File: src/hdl/smbs_pkg.sv
// Shared types and constants for the sensorless mode blend selector.
// No dependencies; used by the top level, its port checker and the testbench.
`timescale 1ns / 1ps

package smbs_pkg;

    typedef logic [1:0] mode_t;

    localparam mode_t MODE_INJ  = 2'd0;
    localparam mode_t MODE_MIX  = 2'd1;
    localparam mode_t MODE_FLUX = 2'd2;

    typedef logic [1:0] cfg_idx_t;

    localparam cfg_idx_t CFG_LOW_SPEED  = 2'd0;
    localparam cfg_idx_t CFG_HIGH_SPEED = 2'd1;
    localparam cfg_idx_t CFG_DEBOUNCE   = 2'd2;
    localparam cfg_idx_t CFG_SETTLE     = 2'd3;

    localparam int THR_BITS  = 31;
    localparam int CNT_BITS  = 8;
    localparam int RATIO_BITS = 16;
    localparam int FRAC_BITS = 15;

    localparam logic [THR_BITS-1:0] LOW_SPEED_RESET  = 31'd5242880;
    localparam logic [THR_BITS-1:0] HIGH_SPEED_RESET = 31'd7864320;
    localparam logic [CNT_BITS-1:0] DEBOUNCE_RESET   = 8'd100;
    localparam logic [CNT_BITS-1:0] SETTLE_RESET     = 8'd100;
    localparam logic [CNT_BITS-1:0] CNT_MAX          = 8'd255;

    localparam logic [RATIO_BITS-1:0] RATIO_ZERO = 16'd0;
    localparam logic [RATIO_BITS-1:0] RATIO_ONE  = 16'd32768;
    localparam logic [RATIO_BITS-1:0] RATIO_HALF = 16'd16384;
    localparam int ROUND_HALF = 16384;

    // One quotient bit per divider step.
    localparam int DIV_STEPS = FRAC_BITS;

    typedef enum logic [5:0] {
        ST_IDLE  = 6'b000001,
        ST_MAG   = 6'b000010,
        ST_MODE  = 6'b000100,
        ST_DIV   = 6'b001000,
        ST_MUL   = 6'b010000,
        ST_BLEND = 6'b100000
    } state_t;

endpackage

File: src/hdl/sensorless_mode_blend_selector_top.sv
// Top level of the sensorless mode blend selector: mode sequencer, shared
// restoring divider step and blend multiplier. Depends on smbs_pkg.
`timescale 1ns / 1ps

// Usage
// One input beat per control period carries the injection PLL and flux
// observer estimates on s_tdata. The block answers with exactly one result
// beat on m_tdata: the active mode, the rotor angle to use, the flux blend
// ratio and three control flags. Thresholds and limits are to be written by
// the user through the cfg_wr_en / cfg_addr / cfg_wdata port only while no
// beat is in flight; the block does not enforce it. After the accepting edge
// the beat passes the magnitude, mode, multiply and blend states in turn,
// with the divide state between mode and multiply when the blend ratio has
// to be divided out. The divider gives one quotient bit per cycle, one per
// fraction bit. s_tready is high only while the sequencer is idle, so one
// beat is worked on at a time: a new beat can be taken in the cycle after
// the previous result was loaded. The result sits in an output register. If
// the receiver stalls, the next item is still accepted and computed, and it
// waits in its last step until the output register is free.
// Reset (aresetn low at a rising edge) restores the default thresholds and
// limits, puts the selector in injection mode with cleared counters and
// drops m_tvalid.
module sensorless_mode_blend_selector_top #(
    parameter int ANGLE_BITS = 16,
    parameter int SPEED_BITS = 32
) (
    input  logic aclk,
    input  logic aresetn,

    // Fields from bit 0 up: hfi_speed, flux_speed, hfi_angle, flux_angle.
    input  logic [((2*SPEED_BITS+2*ANGLE_BITS+7)/8)*8-1:0] s_tdata,
    input  logic s_tvalid,
    output logic s_tready,

    // Fields from bit 0 up: active mode, rotor_angle, blend_ratio,
    // use_fundamental, inject_enable, pll_reload.
    output logic [((ANGLE_BITS+21+7)/8)*8-1:0] m_tdata,
    output logic m_tvalid,
    input  logic m_tready,

    input  logic                             cfg_wr_en,
    input  smbs_pkg::cfg_idx_t               cfg_addr,
    input  logic [smbs_pkg::THR_BITS-1:0]    cfg_wdata
);
    import smbs_pkg::*;

    localparam int OUT_W  = ANGLE_BITS + 21;
    localparam int OUT_TW = ((OUT_W + 7) / 8) * 8;
    // Compare width for speed magnitudes against the 31-bit thresholds.
    localparam int CMP_W  = (SPEED_BITS > THR_BITS) ? SPEED_BITS : THR_BITS;
    localparam int PROD_W = ANGLE_BITS + 18;
    localparam int DCNT_W = $clog2(DIV_STEPS);

    // Configuration registers.
    logic [THR_BITS-1:0] low_thr_reg, high_thr_reg;
    logic [CNT_BITS-1:0] debounce_reg, settle_lim_reg;

    // Selector state.
    state_t              state_reg, state_next;
    mode_t               mode_reg, mode_next;
    logic [CNT_BITS-1:0] trans_cnt_reg, trans_cnt_next;
    logic [CNT_BITS-1:0] settle_cnt_reg, settle_cnt_next;
    logic [DCNT_W-1:0]   div_cnt_reg, div_cnt_next;
    logic                m_valid_reg, m_valid_next;

    // Working payload.
    logic [SPEED_BITS-1:0]        hfi_spd_reg, flux_spd_reg, spd_reg;
    logic [ANGLE_BITS-1:0]        hfi_ang_reg, flux_ang_reg;
    logic signed [ANGLE_BITS:0]   diff_reg;
    logic                         reload_reg;
    logic [RATIO_BITS-1:0]        ratio_reg;
    logic [THR_BITS-1:0]          rem_reg, dvs_reg;
    logic [FRAC_BITS-1:0]         quot_reg;
    logic signed [PROD_W-1:0]     prod_reg;
    logic [OUT_TW-1:0]            m_data_reg;

    logic in_beat, out_free;
    assign s_tready = (state_reg == ST_IDLE);
    assign in_beat  = s_tvalid && s_tready;
    assign out_free = !m_valid_reg || m_tready;

    // Magnitude and minimum of the two speeds.
    logic [SPEED_BITS-1:0] hfi_mag, flux_mag, spd_min;
    assign hfi_mag  = hfi_spd_reg[SPEED_BITS-1] ? (~hfi_spd_reg + 1'b1) : hfi_spd_reg;
    assign flux_mag = flux_spd_reg[SPEED_BITS-1] ? (~flux_spd_reg + 1'b1) : flux_spd_reg;
    assign spd_min  = (hfi_mag < flux_mag) ? hfi_mag : flux_mag;

    logic signed [ANGLE_BITS:0] ang_diff;
    assign ang_diff = $signed({flux_ang_reg[ANGLE_BITS-1], flux_ang_reg})
                    - $signed({hfi_ang_reg[ANGLE_BITS-1], hfi_ang_reg});

    // Threshold compares.
    logic [CMP_W-1:0] spd_ext, lo_ext, hi_ext, spd_minus_lo;
    logic gt_lo, lt_lo, gt_hi, lt_hi;
    assign spd_ext      = CMP_W'(spd_reg);
    assign lo_ext       = CMP_W'(low_thr_reg);
    assign hi_ext       = CMP_W'(high_thr_reg);
    assign spd_minus_lo = spd_ext - lo_ext;
    assign gt_lo = spd_ext > lo_ext;
    assign lt_lo = spd_ext < lo_ext;
    assign gt_hi = spd_ext > hi_ext;
    assign lt_hi = spd_ext < hi_ext;

    logic [CNT_BITS-1:0] tick_cnt, settle_eff;
    logic                fire, reload_now;
    assign tick_cnt = (trans_cnt_reg != CNT_MAX) ? trans_cnt_reg + 1'b1 : trans_cnt_reg;
    assign fire     = tick_cnt > debounce_reg;

    // Shared divider step: shift the remainder and try one subtraction.
    logic [THR_BITS:0]    rem_dbl;
    logic                 rem_ge;
    logic [THR_BITS-1:0]  rem_step;
    logic [FRAC_BITS-1:0] quot_step;
    assign rem_dbl   = {rem_reg, 1'b0};
    assign rem_ge    = rem_dbl >= {1'b0, dvs_reg};
    assign rem_step  = rem_ge ? THR_BITS'(rem_dbl - {1'b0, dvs_reg}) : rem_dbl[THR_BITS-1:0];
    assign quot_step = {quot_reg[FRAC_BITS-2:0], rem_ge};

    // Blend: angle = hfi + round((flux - hfi) * ratio / 2^15), wrapped.
    logic signed [PROD_W-1:0]     prod_next, rnd_sum, rnd_shift;
    logic signed [RATIO_BITS:0]   ratio_s;
    logic [ANGLE_BITS-1:0]        angle_out;
    assign ratio_s   = $signed({1'b0, ratio_reg});
    assign prod_next = diff_reg * ratio_s;
    assign rnd_sum   = prod_reg + PROD_W'(ROUND_HALF);
    assign rnd_shift = rnd_sum >>> FRAC_BITS;
    assign angle_out = hfi_ang_reg + rnd_shift[ANGLE_BITS-1:0];

    logic [OUT_W-1:0] result;
    assign result = {reload_reg,
                     (mode_reg == MODE_INJ) || (mode_reg == MODE_MIX),
                     ratio_reg < RATIO_HALF,
                     ratio_reg,
                     angle_out,
                     mode_reg};

    // Mode decision and sequencing.
    always_comb begin
        state_next      = state_reg;
        mode_next       = mode_reg;
        trans_cnt_next  = trans_cnt_reg;
        settle_cnt_next = settle_cnt_reg;
        div_cnt_next    = div_cnt_reg;
        m_valid_next    = m_valid_reg;
        reload_now      = 1'b0;
        settle_eff      = settle_cnt_reg;

        if (m_valid_reg && m_tready) begin
            m_valid_next = 1'b0;
        end

        unique case (state_reg)
            ST_IDLE: begin
                if (in_beat) begin
                    state_next = ST_MAG;
                end
            end
            ST_MAG: begin
                state_next = ST_MODE;
            end
            ST_MODE: begin
                // Debounced mode change first; the angle follows the new mode.
                unique case (mode_reg)
                    MODE_INJ: begin
                        if (gt_lo) begin
                            trans_cnt_next = tick_cnt;
                            if (fire) begin
                                mode_next      = MODE_MIX;
                                trans_cnt_next = '0;
                            end
                        end else begin
                            trans_cnt_next = '0;
                        end
                    end
                    MODE_MIX: begin
                        if (lt_lo || gt_hi) begin
                            trans_cnt_next = tick_cnt;
                            if (fire) begin
                                mode_next      = lt_lo ? MODE_INJ : MODE_FLUX;
                                trans_cnt_next = '0;
                            end
                        end else begin
                            trans_cnt_next = '0;
                        end
                    end
                    default: begin
                        if (lt_hi) begin
                            trans_cnt_next = tick_cnt;
                            if (fire) begin
                                mode_next      = MODE_MIX;
                                trans_cnt_next = '0;
                                reload_now     = 1'b1;
                            end
                        end else begin
                            trans_cnt_next = '0;
                        end
                    end
                endcase

                settle_eff      = reload_now ? '0 : settle_cnt_reg;
                settle_cnt_next = settle_eff;
                state_next      = ST_MUL;
                if (mode_next == MODE_MIX) begin
                    if (settle_eff < settle_lim_reg) begin
                        settle_cnt_next = settle_eff + 1'b1;
                    end else if (gt_lo && lt_hi) begin
                        state_next   = ST_DIV;
                        div_cnt_next = '0;
                    end
                end
            end
            ST_DIV: begin
                div_cnt_next = div_cnt_reg + 1'b1;
                if (div_cnt_reg == DCNT_W'(DIV_STEPS - 1)) begin
                    state_next = ST_MUL;
                end
            end
            ST_MUL: begin
                state_next = ST_BLEND;
            end
            ST_BLEND: begin
                if (out_free) begin
                    m_valid_next = 1'b1;
                    state_next   = ST_IDLE;
                end
            end
            default: begin
                state_next = ST_IDLE;
            end
        endcase
    end

    // Control state.
    always_ff @(posedge aclk) begin
        if (!aresetn) begin
            state_reg      <= ST_IDLE;
            mode_reg       <= MODE_INJ;
            trans_cnt_reg  <= '0;
            settle_cnt_reg <= '0;
            div_cnt_reg    <= '0;
            m_valid_reg    <= 1'b0;
            low_thr_reg    <= LOW_SPEED_RESET;
            high_thr_reg   <= HIGH_SPEED_RESET;
            debounce_reg   <= DEBOUNCE_RESET;
            settle_lim_reg <= SETTLE_RESET;
        end else begin
            state_reg      <= state_next;
            mode_reg       <= mode_next;
            trans_cnt_reg  <= trans_cnt_next;
            settle_cnt_reg <= settle_cnt_next;
            div_cnt_reg    <= div_cnt_next;
            m_valid_reg    <= m_valid_next;
            if (cfg_wr_en) begin
                unique case (cfg_addr)
                    CFG_LOW_SPEED:  low_thr_reg    <= cfg_wdata;
                    CFG_HIGH_SPEED: high_thr_reg   <= cfg_wdata;
                    CFG_DEBOUNCE:   debounce_reg   <= cfg_wdata[CNT_BITS-1:0];
                    CFG_SETTLE:     settle_lim_reg <= cfg_wdata[CNT_BITS-1:0];
                    default:        low_thr_reg    <= low_thr_reg;
                endcase
            end
        end
    end

    // Payload path.
    always_ff @(posedge aclk) begin
        if (in_beat) begin
            hfi_spd_reg  <= s_tdata[SPEED_BITS-1:0];
            flux_spd_reg <= s_tdata[2*SPEED_BITS-1:SPEED_BITS];
            hfi_ang_reg  <= s_tdata[2*SPEED_BITS+ANGLE_BITS-1:2*SPEED_BITS];
            flux_ang_reg <= s_tdata[2*SPEED_BITS+2*ANGLE_BITS-1:2*SPEED_BITS+ANGLE_BITS];
        end
        if (state_reg == ST_MAG) begin
            spd_reg  <= spd_min;
            diff_reg <= ang_diff;
        end
        if (state_reg == ST_MODE) begin
            reload_reg <= reload_now;
            // On the reload period the PLL angle is taken from the observer.
            if (reload_now) begin
                hfi_ang_reg <= flux_ang_reg;
                diff_reg    <= '0;
            end
            rem_reg  <= spd_minus_lo[THR_BITS-1:0];
            dvs_reg  <= high_thr_reg - low_thr_reg;
            quot_reg <= '0;
            if (mode_next == MODE_INJ) begin
                ratio_reg <= RATIO_ZERO;
            end else if (mode_next == MODE_MIX) begin
                if (settle_eff < settle_lim_reg || !gt_lo) begin
                    ratio_reg <= RATIO_ZERO;
                end else begin
                    ratio_reg <= RATIO_ONE;
                end
            end else begin
                ratio_reg <= RATIO_ONE;
            end
        end
        if (state_reg == ST_DIV) begin
            rem_reg  <= rem_step;
            quot_reg <= quot_step;
            if (div_cnt_reg == DCNT_W'(DIV_STEPS - 1)) begin
                ratio_reg <= {1'b0, quot_step};
            end
        end
        if (state_reg == ST_MUL) begin
            prod_reg <= prod_next;
        end
        if (state_reg == ST_BLEND && out_free) begin
            m_data_reg <= OUT_TW'(result);
        end
    end

    assign m_tvalid = m_valid_reg;
    assign m_tdata  = m_data_reg;

endmodule

File: config.mk
export PLATFORM = sky130hd
export DESIGN_NAME = sensorless_mode_blend_selector_top
export DESIGN_NICKNAME = d
export VERILOG_FILES = /design/src/hdl/smbs_pkg.sv /design/src/hdl/sensorless_mode_blend_selector_top.sv
export SDC_FILE = /design/constraint.sdc
export NUM_CORES = 2
export LEC_CHECK = 0
export BUFFER_PORTS_ARGS = -buffer_cell sky130_fd_sc_hd__buf_2
export CAP_MARGIN = 20
export CELL_PAD_IN_SITES_DETAIL_PLACEMENT = 0
export CELL_PAD_IN_SITES_GLOBAL_PLACEMENT = 1
export CORE_MARGIN = 2
export CORE_UTILIZATION = 40
export CTS_CLUSTER_DIAMETER = 120
export DETAILED_ROUTE_END_ITERATION = 8
export GPL_ROUTABILITY_DRIVEN = 0
export GPL_TIMING_DRIVEN = 0
export PLACE_DENSITY_LB_ADDON = 0.3
export SETUP_SLACK_MARGIN = 0.05
export SLEW_MARGIN = 20
export SYNTH_ARGS = -nofsm -noshare
export SYNTH_HDL_FRONTEND = slang
export SYNTH_SLANG_ARGS = --single-unit
export TNS_END_PERCENT = 100
File: constraint.sdc
create_clock -name aclk -period 7.5 [get_ports aclk]
set_clock_uncertainty 0.15 [all_clocks]
set_input_delay 0.75 -clock aclk [delete_from_list [all_inputs] [get_ports aclk]]
set_output_delay 0.75 -clock aclk [all_outputs]
set_load 0.01 [all_outputs]
# == Word level (Yosys, flattened, before mapping) ==
# Index checks and enable logic that the tools add are counted.
# op_classes
mul,1
n_eq_ne,20
n_reduce_logical,21
add_sub_neg,11
n_mux,58
order_cmp,10
n_bitwise,2
# op_table
op,count
16-bit 2-to-1 mux,9
32-bit 2-to-1 mux,3
31-bit 2-to-1 mux,3
31-bit subtractor,3
8-bit 2-to-1 mux,9
32-bit by 1-bit adder with 32-bit output (second input constant),2
32-bit by 31-bit > comparator with 1-bit output,2
32-bit by 31-bit < comparator with 1-bit output,2
32-bit NOT,2
17-bit 2-to-1 mux,3
6-bit case mux with 6 select lines,1
32-bit by 31-bit greater-or-equal comparator with 1-bit output,1
32-bit < comparator,1
31-bit by 16-bit adder with 31-bit output (second input constant),1
17-bit by 17-bit multiplier with 31-bit output,1
14-bit 2-to-1 mux,2
6-bit 2-to-1 mux,3
16-bit by 16-bit subtractor with 17-bit output,1
16-bit adder,1
8-bit by 1-bit adder with 8-bit output (second input constant),2
16-bit by 15-bit < comparator with 1-bit output (second input constant),1
8-bit < comparator,2
2-bit 2-to-1 mux,8
8-bit case mux with 2 select lines,1
28 further kinds,59
# word_totals
regBits,413
inputBits,134
wordCells,146
output_inout_bits,42

# == Depth between registers and ports, before layout ==
# logic_depth
word_depth,17
mapped_depth,24
mapped_depth_nobuf,24

# == Least setup slack after synthesis ==
# Ideal clock, no wire load.
# synth_timing
path_kind,register -> register
from,register ratio_reg[4]
to,register prod_reg[29] (data pin)
required_time_ns,7.092
arrival_time_ns,6.014
path_buffers,1
synth_period_minus_slack_ns,6.422
setup_ns,0.258
path_slack_ns,1.078
stages_incl_launch_ff,21
path_cell_list,dfxtp_1 clkbuf_1 nand2_1 fa_1 fa_1 fa_1 fa_1 inv_1 fa_1 fa_1 ha_1 nand3_1 o22ai_1 or3_1 o221a_2 o2111ai_1 a211oi_1 o41ai_1 o21bai_1 a21oi_1 xnor2_1
# synth_via
elab_chain_len,1
# synth_rtl
item,line,source
start: declaration,sensorless_mode_blend_selector_top.sv:71,logic [RATIO_BITS-1:0] ratio_reg;
start signal: assignment,sensorless_mode_blend_selector_top.sv:303,"ratio_reg <= {1'b0, quot_step};"
17-bit by 17-bit multiplier with 31-bit output,sensorless_mode_blend_selector_top.sv:124,assign prod_next = diff_reg * ratio_s;
net prod_next[29],sensorless_mode_blend_selector_top.sv:120,"logic signed [PROD_W-1:0] prod_next, rnd_sum, rnd_shift;"
end signal: assignment,sensorless_mode_blend_selector_top.sv:307,prod_reg <= prod_next;
end: declaration,sensorless_mode_blend_selector_top.sv:74,logic signed [PROD_W-1:0] prod_reg;
# The timed path passes the listed nets, and every way through them passes these cells.
# A chain may end at the register's enable or synchronous reset.

# == Worst setup path in the final report ==
# layout_timing
from,register diff_reg[8]
to,register prod_reg[30] (data pin)
# layout_via
elab_chain_len,1
# layout_rtl
item,line,source
start: declaration,sensorless_mode_blend_selector_top.sv:69,logic signed [ANGLE_BITS:0] diff_reg;
start signal: assignment,sensorless_mode_blend_selector_top.sv:275,diff_reg <= ang_diff;
17-bit by 17-bit multiplier with 31-bit output,sensorless_mode_blend_selector_top.sv:124,
net prod_next[30],sensorless_mode_blend_selector_top.sv:120,
# The timed path passes the listed nets, and every way through them passes these cells.

==> impl_metrics.json <==
{
  "io_buffers": 170,
  "clock_path_buffers": 3,
  "yosysSeqAreaShare_pct": 31.0,
  "crit_slowest_cell": "dfxtp_1",
  "rsz0062_at_grt": "no",
  "grt_max_degree": 65,
  "fp.coreArea_um2": 83400,
  "syn_area_um2": 33600,
  "powerDensity_nw_per_um2": 199,
  "htree_levels": 2,
  "synth_edf_count": 243,
  "largest_reg_flops": 37,
  "grt-ovfl-total": 0,
  "post_synth.cell_area_avg_um2": 9.39,
  "initial_core_util_pct": 40.3,
  "worstSetupPathType": "reg2reg",
  "r2r-start": "diff_reg[8]$_DFF_P_",
  "wl_per_cell_um": 18.1,
  "fin_crit_ps": 7060,
  "end_kind": "flop",
  "critical-path-top-delay-family": "adder cells",
  "worstSetupStartpointType": "flop",
  "clk_pin_slew_ps": 60,
  "timing.slew.headroom_pct": 35.8,
  "peakVddDrop_mv": 0.226,
  "clkLatencyLatePin_ps": 600,
  "ys_ff_latch": 399,
  "cts_tree": "built",
  "firstDrtPassIters": 6,
  "synth_cells": 3577,
  "fin_area_um2": 37800,
  "path_common_cell": "fa_1",
  "fin_util_pct": 45.3,
  "cts.hold.buffers_added": 0,
  "max_freq_mhz": 142,
  "startpoint": "diff_reg[8]$_DFF_P_",
  "fin_hold_ws_ps": 170,
  "die_h_um": 294,
  "vias_per_cell": 5.12,
  "arrival_ps": 7240,
  "hp-start": "s_tdata[87]",
  "r2r_slack_ps": 440,
  "ys_types": 91,
  "num_vias": 25200,
  "synthesis.yosys.warnings": 0,
  "ys.flop_type": "edfxtp_1",
  "cp_data_required_time_ps": 7670,
  "total_power_uw": 7530,
  "power_frac_clock_pct": 34.7,
  "cts_sinks": 399,
  "setup_violations": 0,
  "layout_common_cells": "inv_1, nand2_1, ha_1",
  "drt_iter0_drc": 1664,
  "p_sw_share_pct": 33.2,
  "hp-class": "in2reg",
  "pwr-share-seq_pct": 38.2,
  "pin_count": 176,
  "crit_fanout": 10,
  "drive_gt1_share_pct": 9.19,
  "fin_crit_sh_pct": 94.2,
  "grt_antenna_before_repair": 2,
  "intPower_uw": 5030,
  "tightest_slew_ps": 952,
  "antenna_left": 0,
  "place_area_um2": 35900,
  "maxCapViolCount": 0,
  "layout.cells.non_filler": 4922,
  "grt_pass1_wl_um": 142000,
  "worst_path_largest_cell_delay_ps": 570,
  "dp_cells": 4833,
  "drc_errors": 0,
  "layout.cells.most_common": "inv_1",
  "rows": 106,
  "crit_chain": "clkbuf_2 -> nand2_1 -> fa_1 -> fa_1 -> fa_1 -> fa_1 -> inv_1 -> fa_1 -> fa_1 -> ha_1 -> nand3_1 -> o22ai_1 -> or3_1 -> o221a_2 -> o2111ai_2 -> a211oi_2 -> o41ai_2 -> o21ai_0 -> nor2_1 -> xnor2_1",
  "drt-total-wl_um": 88900,
  "dieArea_um2": 86300,
  "slew_viol_final": 0,
  "dp_hpwl_um": 72500,
  "timing_hold_violations_final": 0,
  "comb_power_share_pct": 27.1,
  "power.switching_uw": 2500,
  "syn_to_final_growth_pct": 12.5,
  "nNetsFinal": 4489,
  "cts_inserted_buffers": 48,
  "grtUsageTotal_pct": 20.9,
  "cts_root_buffer": "clkbuf_16",
  "critPathBufInv": 2,
  "grt_pass1_vias": 25300,
  "p_leak_uw": 0.0168,
  "die_width_um": 294,
  "async_flop_share_pct": 0,
  "status": "complete, no violations"
}
synth_stat cells, drive strengths merged, types with 25 or more instances:
| cell type | count | area [um^2] |
|---|---|---|
| inv | 537 | 2020 |
| nand2 | 457 | 1720 |
| ha | 292 | 3650 |
| fa | 262 | 5250 |
| edfxtp | 243 | 7300 |
| a21oi | 242 | 1210 |
| dfxtp | 156 | 3120 |
| nor2 | 153 | 577 |
| and2 | 146 | 913 |
| xnor2 | 124 | 1090 |
| o21ai | 97 | 504 |
| clkbuf | 95 | 357 |
| xor2 | 94 | 823 |
| mux2i | 85 | 851 |
| a21o | 65 | 490 |
| nand3 | 65 | 330 |
| nor3 | 36 | 180 |
| nor2b | 32 | 200 |
| nand4 | 28 | 188 |
| and3 | 27 | 174 |
| nand2b | 26 | 163 |
| o21a | 26 | 195 |
| o211ai | 25 | 201 |
cell type report:
cell class	instances	area [um^2]
Fill cell	8066	45600
Multi-Input combinational cell	2533	20800
Sequential cell	399	10400
Inverter	538	2030
Clock buffer	67	1490
Tap cell	1080	1350
Timing Repair Buffer	174	938
Buffer	107	450
Clock inverter	22	317
Antenna cell	2	5.00
metal layers:
| layer | vias up | share of wire, % | GRT usage, % | wire length [um] |
|---|---|---|---|---|
| met1 | 12200 | 49 | 30.5 | 43600 |
| met3 | 83 | 4.2 | 2.36 | 3760 |
| met2 | 475 | 45 | 33.5 | 39900 |
| li1 | 12400 | - | - | - |
| met5 | - | 0 | 0 | 0 |
| met4 | 0 | 2.0 | 4.34 | 1740 |
what timing repair did:
action                     CTS  global route
setup endpoints to repair    3             7
setup buffers                0             0
resized for setup            9            31
kinds of logic (layout without fill, tap and decap cells):
kind of cell	Yosys count	in the layout	share of synthesized area, %
other cells	1	5	0.0112
mux	91	91	2.73
flops	399	399	31.0
xor+xnor	218	218	5.68
compound gates	620	620	11.8
simple gates	1047	1047	15.0
fa+ha+maj	554	554	26.5
buf+inv	647	908	7.30
power by group through the flow:
stage	sequential, uW	clock [uW]	combinational [uW]
after floorplan	2760	0	1500
after global placement	2920	0	2000
after CTS	2870	2680	2040
final	2870	2610	2040
after global routing	2890	2760	2290
after detailed placement	2920	0	2030
path summary, 6_finish.rpt:
check	end	cells past startpoint
min	flux_ang_reg[7]$_DFFE_PP_	1
min reg2reg	ratio_reg[14]$_DFF_P_	2
max reg2reg	prod_reg[30]$_DFFE_PP_	20
max	prod_reg[30]$_DFFE_PP_	20
worst register-to-register path: cells and delay by family (launching register included):
family / cells / cell delay, ps
AOI/OAI and AO/OA: 6 / 1510
and+or+nand+nor: 4 / 700
buffers and inverters: 2 / 430
xor gates and xnor gates: 1 / 90
adders and majority gates: 7 / 3360
DFF: 1 / 570
stage by stage:
stage / setup slack, ps / setup TNS (ps)
after CTS: 50.3 / 0
final: 436 / 0
after floorplan: 1080 / 0
after detailed placement: -297 / -714
after global placement: -301 / -752
after global routing: 101 / 0
No activity file was read; power rests on OpenSTA's default activity.
